===== src/design/tprs_pkg.sv =====
package tprs_pkg;

    localparam int RUN_DEPTH = 64;
    localparam int CNT_W     = $clog2(RUN_DEPTH + 1);
    localparam int LIM_W     = 7;
    localparam int THR_W     = 8;
    localparam int GRAY_W    = 8;
    localparam int PIX_W     = 32;
    localparam int CFG_IDX_W = 2;
    localparam int CFG_DAT_W = 8;

    localparam logic [THR_W-1:0] THRESHOLD_RESET = THR_W'(128);
    localparam logic [LIM_W-1:0] MAX_RUN_RESET   = LIM_W'(50);

    typedef enum logic [CFG_IDX_W-1:0] {
        REG_THRESHOLD = 2'd0,
        REG_MAX_RUN   = 2'd1
    } cfg_reg_t;

    typedef struct packed {
        logic [PIX_W-1:0] pixel_argb;
        logic             row_end;
    } in_item_t;

    typedef struct packed {
        logic [PIX_W-1:0] out_pixel;
        logic             last_of_burst;
        logic             out_row_end;
    } out_item_t;

    // one slot of the sort chain
    typedef struct packed {
        logic              valid;
        logic [GRAY_W-1:0] gray;
        logic [PIX_W-1:0]  pixel;
    } slot_t;

    // broadcast from the control to every cell
    typedef struct packed {
        logic  insert;
        logic  shift;
        slot_t new_slot;
    } cell_ctrl_t;

    // (r*11 + g*16 + b*5) / 32, truncated
    function automatic logic [GRAY_W-1:0] gray_of(input logic [PIX_W-1:0] p);
        logic [12:0] sum;
        sum = 13'(p[23:16]) * 13'd11 + 13'(p[15:8]) * 13'd16 + 13'(p[7:0]) * 13'd5;
        return sum[12:5];
    endfunction

endpackage


===== src/design/tprs_cell.sv =====
module tprs_cell (
    input  logic                   aclk,
    input  logic                   aresetn,
    input  tprs_pkg::cell_ctrl_t   ctrl,
    input  tprs_pkg::slot_t        left_slot,
    input  logic                   left_gt,
    input  tprs_pkg::slot_t        right_slot,
    output tprs_pkg::slot_t        cell_slot,
    output logic                   cell_gt
);

    tprs_pkg::slot_t slot_reg;
    tprs_pkg::slot_t slot_next;

    // empty slots count as greater, so a new pixel lands after all equal keys
    assign cell_gt   = !slot_reg.valid || (slot_reg.gray > ctrl.new_slot.gray);
    assign cell_slot = slot_reg;

    always_comb begin
        slot_next = slot_reg;
        if (ctrl.shift) begin
            slot_next = right_slot;
        end else if (ctrl.insert && cell_gt) begin
            slot_next = left_gt ? left_slot : ctrl.new_slot;
        end
    end

    // only the valid bit needs a reset; key and pixel follow it
    always_ff @(posedge aclk) begin
        if (!aresetn) begin
            slot_reg.valid <= 1'b0;
        end else begin
            slot_reg.valid <= slot_next.valid;
        end
        slot_reg.gray  <= slot_next.gray;
        slot_reg.pixel <= slot_next.pixel;
    end

endmodule


===== config.mk =====
export PLATFORM = sky130hd
export DESIGN_NAME = tprs_cell
export DESIGN_NICKNAME = d
export VERILOG_FILES = /design/src/design/tprs_pkg.sv /design/src/design/tprs_cell.sv
export SDC_FILE = /design/constraint.sdc
export NUM_CORES = 1
export LEC_CHECK = 0
export BUFFER_PORTS_ARGS = -buffer_cell sky130_fd_sc_hd__buf_2
export CAP_MARGIN = 40
export CELL_PAD_IN_SITES_DETAIL_PLACEMENT = 0
export CELL_PAD_IN_SITES_GLOBAL_PLACEMENT = 1
export CORE_MARGIN = 5
export CORE_UTILIZATION = 26
export DETAILED_ROUTE_END_ITERATION = 10
export PLACE_DENSITY_LB_ADDON = 0.2
export SLEW_MARGIN = 20
export SYNTH_ARGS = -nofsm -noshare
export SYNTH_HDL_FRONTEND = slang
export SYNTH_SLANG_ARGS = --single-unit

===== constraint.sdc =====
create_clock -name aclk -period 2.26 [get_ports aclk]
set_input_delay 0.226 -clock aclk [delete_from_list [all_inputs] [get_ports aclk]]
set_output_delay 0.226 -clock aclk [all_outputs]
set_load 0.005 [all_outputs]

==> qor.yml, run 1 <==
io_buffers: 169
io_pins: 170
tns_ns: 0
p_clk_frac: 0.266
gp_congestion: 0.720
final_cells: 488
dp_cells: 480
syn_area_um2: 2310
yosysWarningCount: 0
syn2layout_area_growth_pct: 47.1
cp.arrival_ns: 2.06
critical_path.cell_chain: "ha_1 > nor2b_1 > o211ai_1 > a21oi_1 > o21ai_0 > nand2_2 > buf_12"
min_to: "cell_slot[40]$_SDFFE_PN0P_"
rows: 34
mostFrequentLayoutCells: "169 x buf_2, 43 x nand2_1, 42 x o21ai_0"
p_leak_nw: 1.71
relSlewSlack: 0.757
worst_pin_slew_ns: 0.365
rrSetupSlack_ns: 0.23
comb_power_share: 0.232
timing.rr.end: "cell_slot[14]$_DFFE_PP_"
cp_max_fo: 35
setup_viol: 0
use_met1: 0.124
grtUsageMet3: 0.0441
hold_path.class: "input port to flop"
wl_per_cell_um: 13.8
grt_pass1_vias: 2128
num_vias: 2139
fillCellCount: 919
overflow: 0
final_nets: 515
yosysSeqAreaShare: 0.528
cts_hold_buf: 0
max_cap_viol_count: 0
grt_util_met2: 0.217
rsz0062_at_grt: "no"
status: "finished clean"
whs_ns: 0.180
syn_avg_cell_area_um2: 10.9
drive_gt1_frac: 0.482
grt_max_degree: 84
hold-path-cell-count: 2
irDropWorstVdd_uv: 209
async_flop_share: 0
drtAntennaViolNets: 0
drv_slew: 0
synthCells: 213
post-place-ws_ns: 0.228
cts_root_buf: "clkbuf_8"
p_per_area_nw_per_um2: 569
ys.flop_type: "edfxtp_1"
cp_slowest_stage_delay_ns: 0.39
critPathRequiredTime_ns: 2.29
multi_input_area_um2: 985
clk_pin_slew_ns: 0.08
syn_nets: 349
worstHoldStart: "aresetn"
p_int_mw: 1.45
viasPerCell: 4.38
power.total_mw: 1.94
postCtsSetupRepairBufs: 0
largest_register_ffs: 41
firstDrtPassIters: 4
crit_slowest_cell: "edfxtp_1"
ys_ff_latch: 41
cts_made_buffers: 5
ctsHtreeMaxLevel: 2
finClkSkew_ns: 0.00956
critPathLaunch: "cell_slot[33]$_DFFE_PP_"
layout_commonest_cell: "buf_2"
cp-start-kind: "flop"
power_switching_mw: 0.482
start_util: 0.267
drt-total-wl_mm: 6.74
antenna_cells: 0
detailed_place_hpwl_mm: 5.35
rr_startpoint: "cell_slot[33]$_DFFE_PP_"
cts.repair.resized: 0
die_area_um2: 10900
synth_cell_types: 23
cts_tree: "done"
die_w_um: 104
initialDrtViolationCount: 36
die_h_um: 104
clockBufferDepth: 2
grt_pass1_wl_mm: 10.3
critPathKind: "flop to flop"
setup_ws_ns: 0.231
antenna_found_initial: 0
critPathCaptureType: "flop"
worstSkewPairLatency_ns: 0.29
hold_violations: 0
p_sw_frac: 0.249
post-route-period-util: 0.898
grt.total_usage: 0.118
seqCellArea_um2: 1220
grt-busiest-layer: "met2"
clkSinkCount: 41
core-area_um2: 8680
period_needed_ns: 2.03
synth_edf_count: 40
rr_worst_depth: 7
fmax_mhz: 493
drc_errors: 0
p_seq_frac: 0.501
cell usage after synthesis (2+ instances only):
cell type,n,share of area
ha_1,8,0.043
o21ai_0,42,0.091
a21oi_1,3,0.0065
inv_1,9,0.015
edfxtp_1,40,0.52
nand2_1,44,0.071
buf_4,4,0.013
nand4_1,2,0.0054
clkbuf_1,8,0.013
mux2i_1,40,0.17
critical path: cells and delay by family (launching register included):
kind	cells	cell delay (ns)
compound gates	3	0.53
simple gates	2	0.32
buf+inv	1	0.22
fa+ha+maj	1	0.29
flops	1	0.39
kinds of logic (layout without fill, tap and decap cells):
family / count (synthesis) / after routing / share of synthesized area
flip-flops: 41 / 41 / 0.528
multiplexers: 41 / 41 / 0.180
buffers and inverters: 23 / 190 / 0.0476
AND/OR/NAND/NOR: 48 / 48 / 0.0828
adder cells (fa/ha/maj): 8 / 8 / 0.0433
AO/OA/AOI/OAI: 52 / 52 / 0.119
metal layers:
layer,part of all wire,vias to the layer above
met5,0,-
li1,-,1102
met2,0.52,86
met4,0.0095,0
met3,0.084,6
met1,0.38,945
power by group through the flow:
stage          registers, mW  logic [mW]  clock network, mW
2_1_floorplan           1.00       0.182                  0
3_3_place_gp           0.984       0.458                  0
3_5_place_dp           0.989       0.464                  0
4_1_cts                0.972       0.464              0.548
5_1_grt                0.981       0.508              0.575
6_report               0.971       0.449              0.516
per-stage QoR:
stage,util,instance area [um^2]
after floorplan,-,2320
after global placement,0.380,3300
after detailed placement,0.380,3300
after CTS,0.392,3400
after global routing,0.392,3400
final,0.392,3400
area by class of cell:
type                    instances  area share
well taps                     108      0.0397
inverters                       9     0.00993
flip-flops and latches         41       0.359
clock inverters                 1     0.00147
multi-input cells             149       0.289
repair buffers                173       0.272
clock buffers                   7      0.0283
how the worst max path moves through the flow:
| stage | cells after the start | slack (ns) | end |
|---|---|---|---|
| floorplan | 6 | 0.13 | cell_slot[0]$_DFFE_PP_ |
| finish | 7 | 0.23 | cell_slot[14]$_DFFE_PP_ |
| global placement | 7 | 0.28 | cell_slot[11]$_DFFE_PP_ |
| detailed placement | 7 | 0.23 | cell_slot[5]$_DFFE_PP_ |
| global route | 7 | 0.04 | cell_slot[14]$_DFFE_PP_ |
| CTS | 7 | 0.21 | cell_slot[11]$_DFFE_PP_ |
(Power assumes the default switching activity.)
==> run 2, diff against run 1 <==
--- a/config.mk
+++ b/config.mk
@@ -5,12 +5,13 @@
 export SDC_FILE = /design/constraint.sdc
 export NUM_CORES = 1
 export LEC_CHECK = 0
+export ABC_AREA = 1
 export BUFFER_PORTS_ARGS = -buffer_cell sky130_fd_sc_hd__buf_2
-export CAP_MARGIN = 40
+export CAP_MARGIN = 20
 export CELL_PAD_IN_SITES_DETAIL_PLACEMENT = 0
 export CELL_PAD_IN_SITES_GLOBAL_PLACEMENT = 1
 export CORE_MARGIN = 5
-export CORE_UTILIZATION = 26
+export CORE_UTILIZATION = 25
 export DETAILED_ROUTE_END_ITERATION = 10
 export PLACE_DENSITY_LB_ADDON = 0.2
 export SLEW_MARGIN = 20
==> qor.yml, run 2 <==
period_needed_ns: 1.91  # -0.120 ns
status: "finished clean"
ctsHtreeMaxLevel: 2  # unchanged
rows: 35  # +2.9%
p_leak_nw: 1.62  # -5.3%
hold_path.class: "input port to flop"
tns_ns: 0  # unchanged
drt-total-wl_mm: 7.74  # +15%
firstDrtPassIters: 4  # unchanged
clockBufferDepth: 2  # unchanged
multi_input_area_um2: 936  # -5.0%
gp_congestion: 0.774  # +7.4%
final_nets: 562  # +9.1%
io_buffers: 169  # unchanged
cp.arrival_ns: 1.88  # -0.18 ns
p_clk_frac: 0.291  # +0.025
syn_avg_cell_area_um2: 8.88  # -18%
grt.total_usage: 0.134  # +0.0160
synth.most_common_cell: "a21oi_1"
p_per_area_nw_per_um2: 583  # +2.5%
worst_pin_slew_ns: 0.658  # +0.293 ns
whs_ns: 0.185  # +0.00499 ns
start_util: 0.254  # -0.0130
viasPerCell: 4.42  # +0.80%
async_flop_share: 0  # unchanged
critPathCaptureType: "flop"
grt_max_degree: 36  # -57%
ys.flop_type: "edfxtp_1"
cts_tree: "done"
setup_viol: 0  # unchanged
fin_area_um2: 3350  # -1.4%
finClkSkew_ns: 0.00466  # -0.00490 ns
postLayoutCoreUtil: 0.368  # -0.0239
synth.area.top_cells: "edfxtp_1 52%, a21oi_1 15%, nand2_1 8.6%"
fmax_mhz: 524  # +6.3%
critPathRequiredTime_ns: 2.23  # -0.06 ns
clk_pin_slew_ns: 0.08  # about the same
core-area_um2: 9110  # +5.0%
syn2layout_area_growth_pct: 45.2
synth_common_cells: "70 x a21oi_1, 53 x nand2_1, 40 x edfxtp_1, 35 x nor2_1, 11 x inv_1"
syn_nets: 396  # +13%
cp_max_fo: 20  # -43%
critPathKind: "flop to flop"
hold_violations: 0  # unchanged
synth_top_area_frac: 0.520  # +0.000844
irDropWorstVdd_uv: 221  # +5.4%
layout_commonest_cell: "buf_2"
grt_pass1_wl_mm: 11.8  # +15%
cts.repair.resized: 0  # unchanged
grt_pass1_vias: 2406  # +13%
postCtsSetupRepairBufs: 0  # unchanged
wl_per_cell_um: 14.4  # +4.1%
post-route-period-util: 0.845  # -0.0533
clkSinkCount: 41  # unchanged
p_sw_frac: 0.252  # +0.00281
place_area_um2: 3250  # -1.6%
largest_register_ffs: 41  # unchanged
worstSkewPairLatency_ns: 0.29  # about the same
fillCellCount: 977  # +6.3%
comb_power_share: 0.224  # -0.008
num_vias: 2377  # +11%
syn_area_um2: 2310  # -0.16%
synthCells: 260  # +22%
ys_ff_latch: 41  # unchanged
antenna_found_initial: 0  # unchanged
die_area_um2: 11300  # +3.5%
rsz0062_at_grt: "no"
cp-start-kind: "flop"
drv_slew: 0  # unchanged
synth_cell_types: 22  # -4.3%
overflow: 0  # unchanged
initialDrtViolationCount: 57  # +58%
seqCellArea_um2: 1220  # unchanged
yosysTopAreaCell: "edfxtp_1"
cts_made_buffers: 5  # unchanged
drtAntennaViolNets: 0  # unchanged
drive_gt1_frac: 0.445  # -0.0366
relSlewSlack: 0.561  # -0.196
antenna_cells: 0  # unchanged
cts_hold_buf: 0  # unchanged
yosysSeqAreaShare: 0.529  # +0.000858
p_int_mw: 1.46  # +0.68%
cts_root_buf: "clkbuf_8"
rrSetupSlack_ns: 0.35  # +0.12 ns
max_cap_viol_count: 0  # unchanged
die_h_um: 106  # +1.7%
yosysWarningCount: 0  # unchanged
io_pins: 170  # unchanged
detailed_place_hpwl_mm: 5.97  # +12%
synth_edf_count: 40  # unchanged
power_switching_mw: 0.493  # +2.2%
drc_errors: 0  # unchanged
die_w_um: 106  # +1.7%
p_seq_frac: 0.485  # -0.016
mostFrequentLayoutCells: "169 x buf_2, 70 x a21oi_1, 53 x nand2_1"
run 2: changes by cell type after synthesis, sizes merged, moves of 5 or more:
cell | before | now
nand2 | 44 | 56
buf | 6 | 11
o211ai | 1 | 6
a21oi | 3 | 71
mux2i | 40 | 0
nor2 | 0 | 36
o21ai | 43 | 1
o21a | 1 | 6
inv | 9 | 14
run 2: layout make-up:
class,count,share of cell area
well taps,111,0.0414
clock buffers,6,0.0216
multi-input cells,188,0.279
flip-flops and latches,41,0.364
repair buffers,176,0.268
clock inverters,2,0.0101
inverters,14,0.0157
run 2: critical path: stages, from the launching register on:
cell and delay, ns:
edfxtp_1 0.41, ha_1 0.32, nand2_1 0.09, nor2_2 0.13
nand2_1 0.06, nand2_1 0.05, nand2_1 0.07, nand2_2 0.07
nand2_2 0.05, nand2_2 0.06, buf_4 0.28
run 2: power by group through the flow:
stage | Sequential [mW] | Combinational, mW | Clock [mW]
detailed placement | 0.967 | 0.450 | 0
CTS | 0.950 | 0.451 | 0.601
global route | 0.958 | 0.499 | 0.625
floorplan | 0.981 | 0.193 | 0
global placement | 0.964 | 0.451 | 0
finish | 0.950 | 0.438 | 0.568
run 2: metrics by stage:
| stage | power (mW) | instances | worst slack [ns] |
|---|---|---|---|
| floorplan | 1.17 | 260 | 0.225 |
| global placement | 1.41 | 530 | 0.436 |
| global route | 2.08 | 538 | 0.210 |
| finish | 1.96 | 538 | 0.351 |
| detailed placement | 1.42 | 530 | 0.349 |
| CTS | 2.00 | 538 | 0.338 |
run 2: cell families (layout without fill, tap and decap cells):
| logic type | count (synthesis) | count (layout) | synth area share |
|---|---|---|---|
| buffers and inverters | 31 | 198 | 0.0661 |
| AO/OA/AOI/OAI | 86 | 86 | 0.203 |
| flip-flops | 41 | 41 | 0.529 |
| AND/OR/NAND/NOR | 94 | 94 | 0.159 |
| adder cells (fa/ha/maj) | 8 | 8 | 0.0433 |
run 2: path summary, 6_finish.rpt:
check                             startpoint                    endpoint  cells past startpoint
hold / removal                       aresetn  cell_slot[40]$_SDFFE_PN0P_                      3
setup / recovery     cell_slot[39]$_DFFE_PP_     cell_slot[20]$_DFFE_PP_                     10
hold reg to reg   cell_slot[40]$_SDFFE_PN0P_  cell_slot[40]$_SDFFE_PN0P_                      2
setup reg to reg     cell_slot[39]$_DFFE_PP_     cell_slot[20]$_DFFE_PP_                     10
run 2: layer usage:
layer | track usage | up-vias | wire length, um
li1 | - | 1228 | -
met1 | 0.158 | 1041 | 3200
met2 | 0.219 | 102 | 3610
met3 | 0.0638 | 6 | 848
met4 | 0.0333 | 0 | 75
met5 | 0 | - | 0
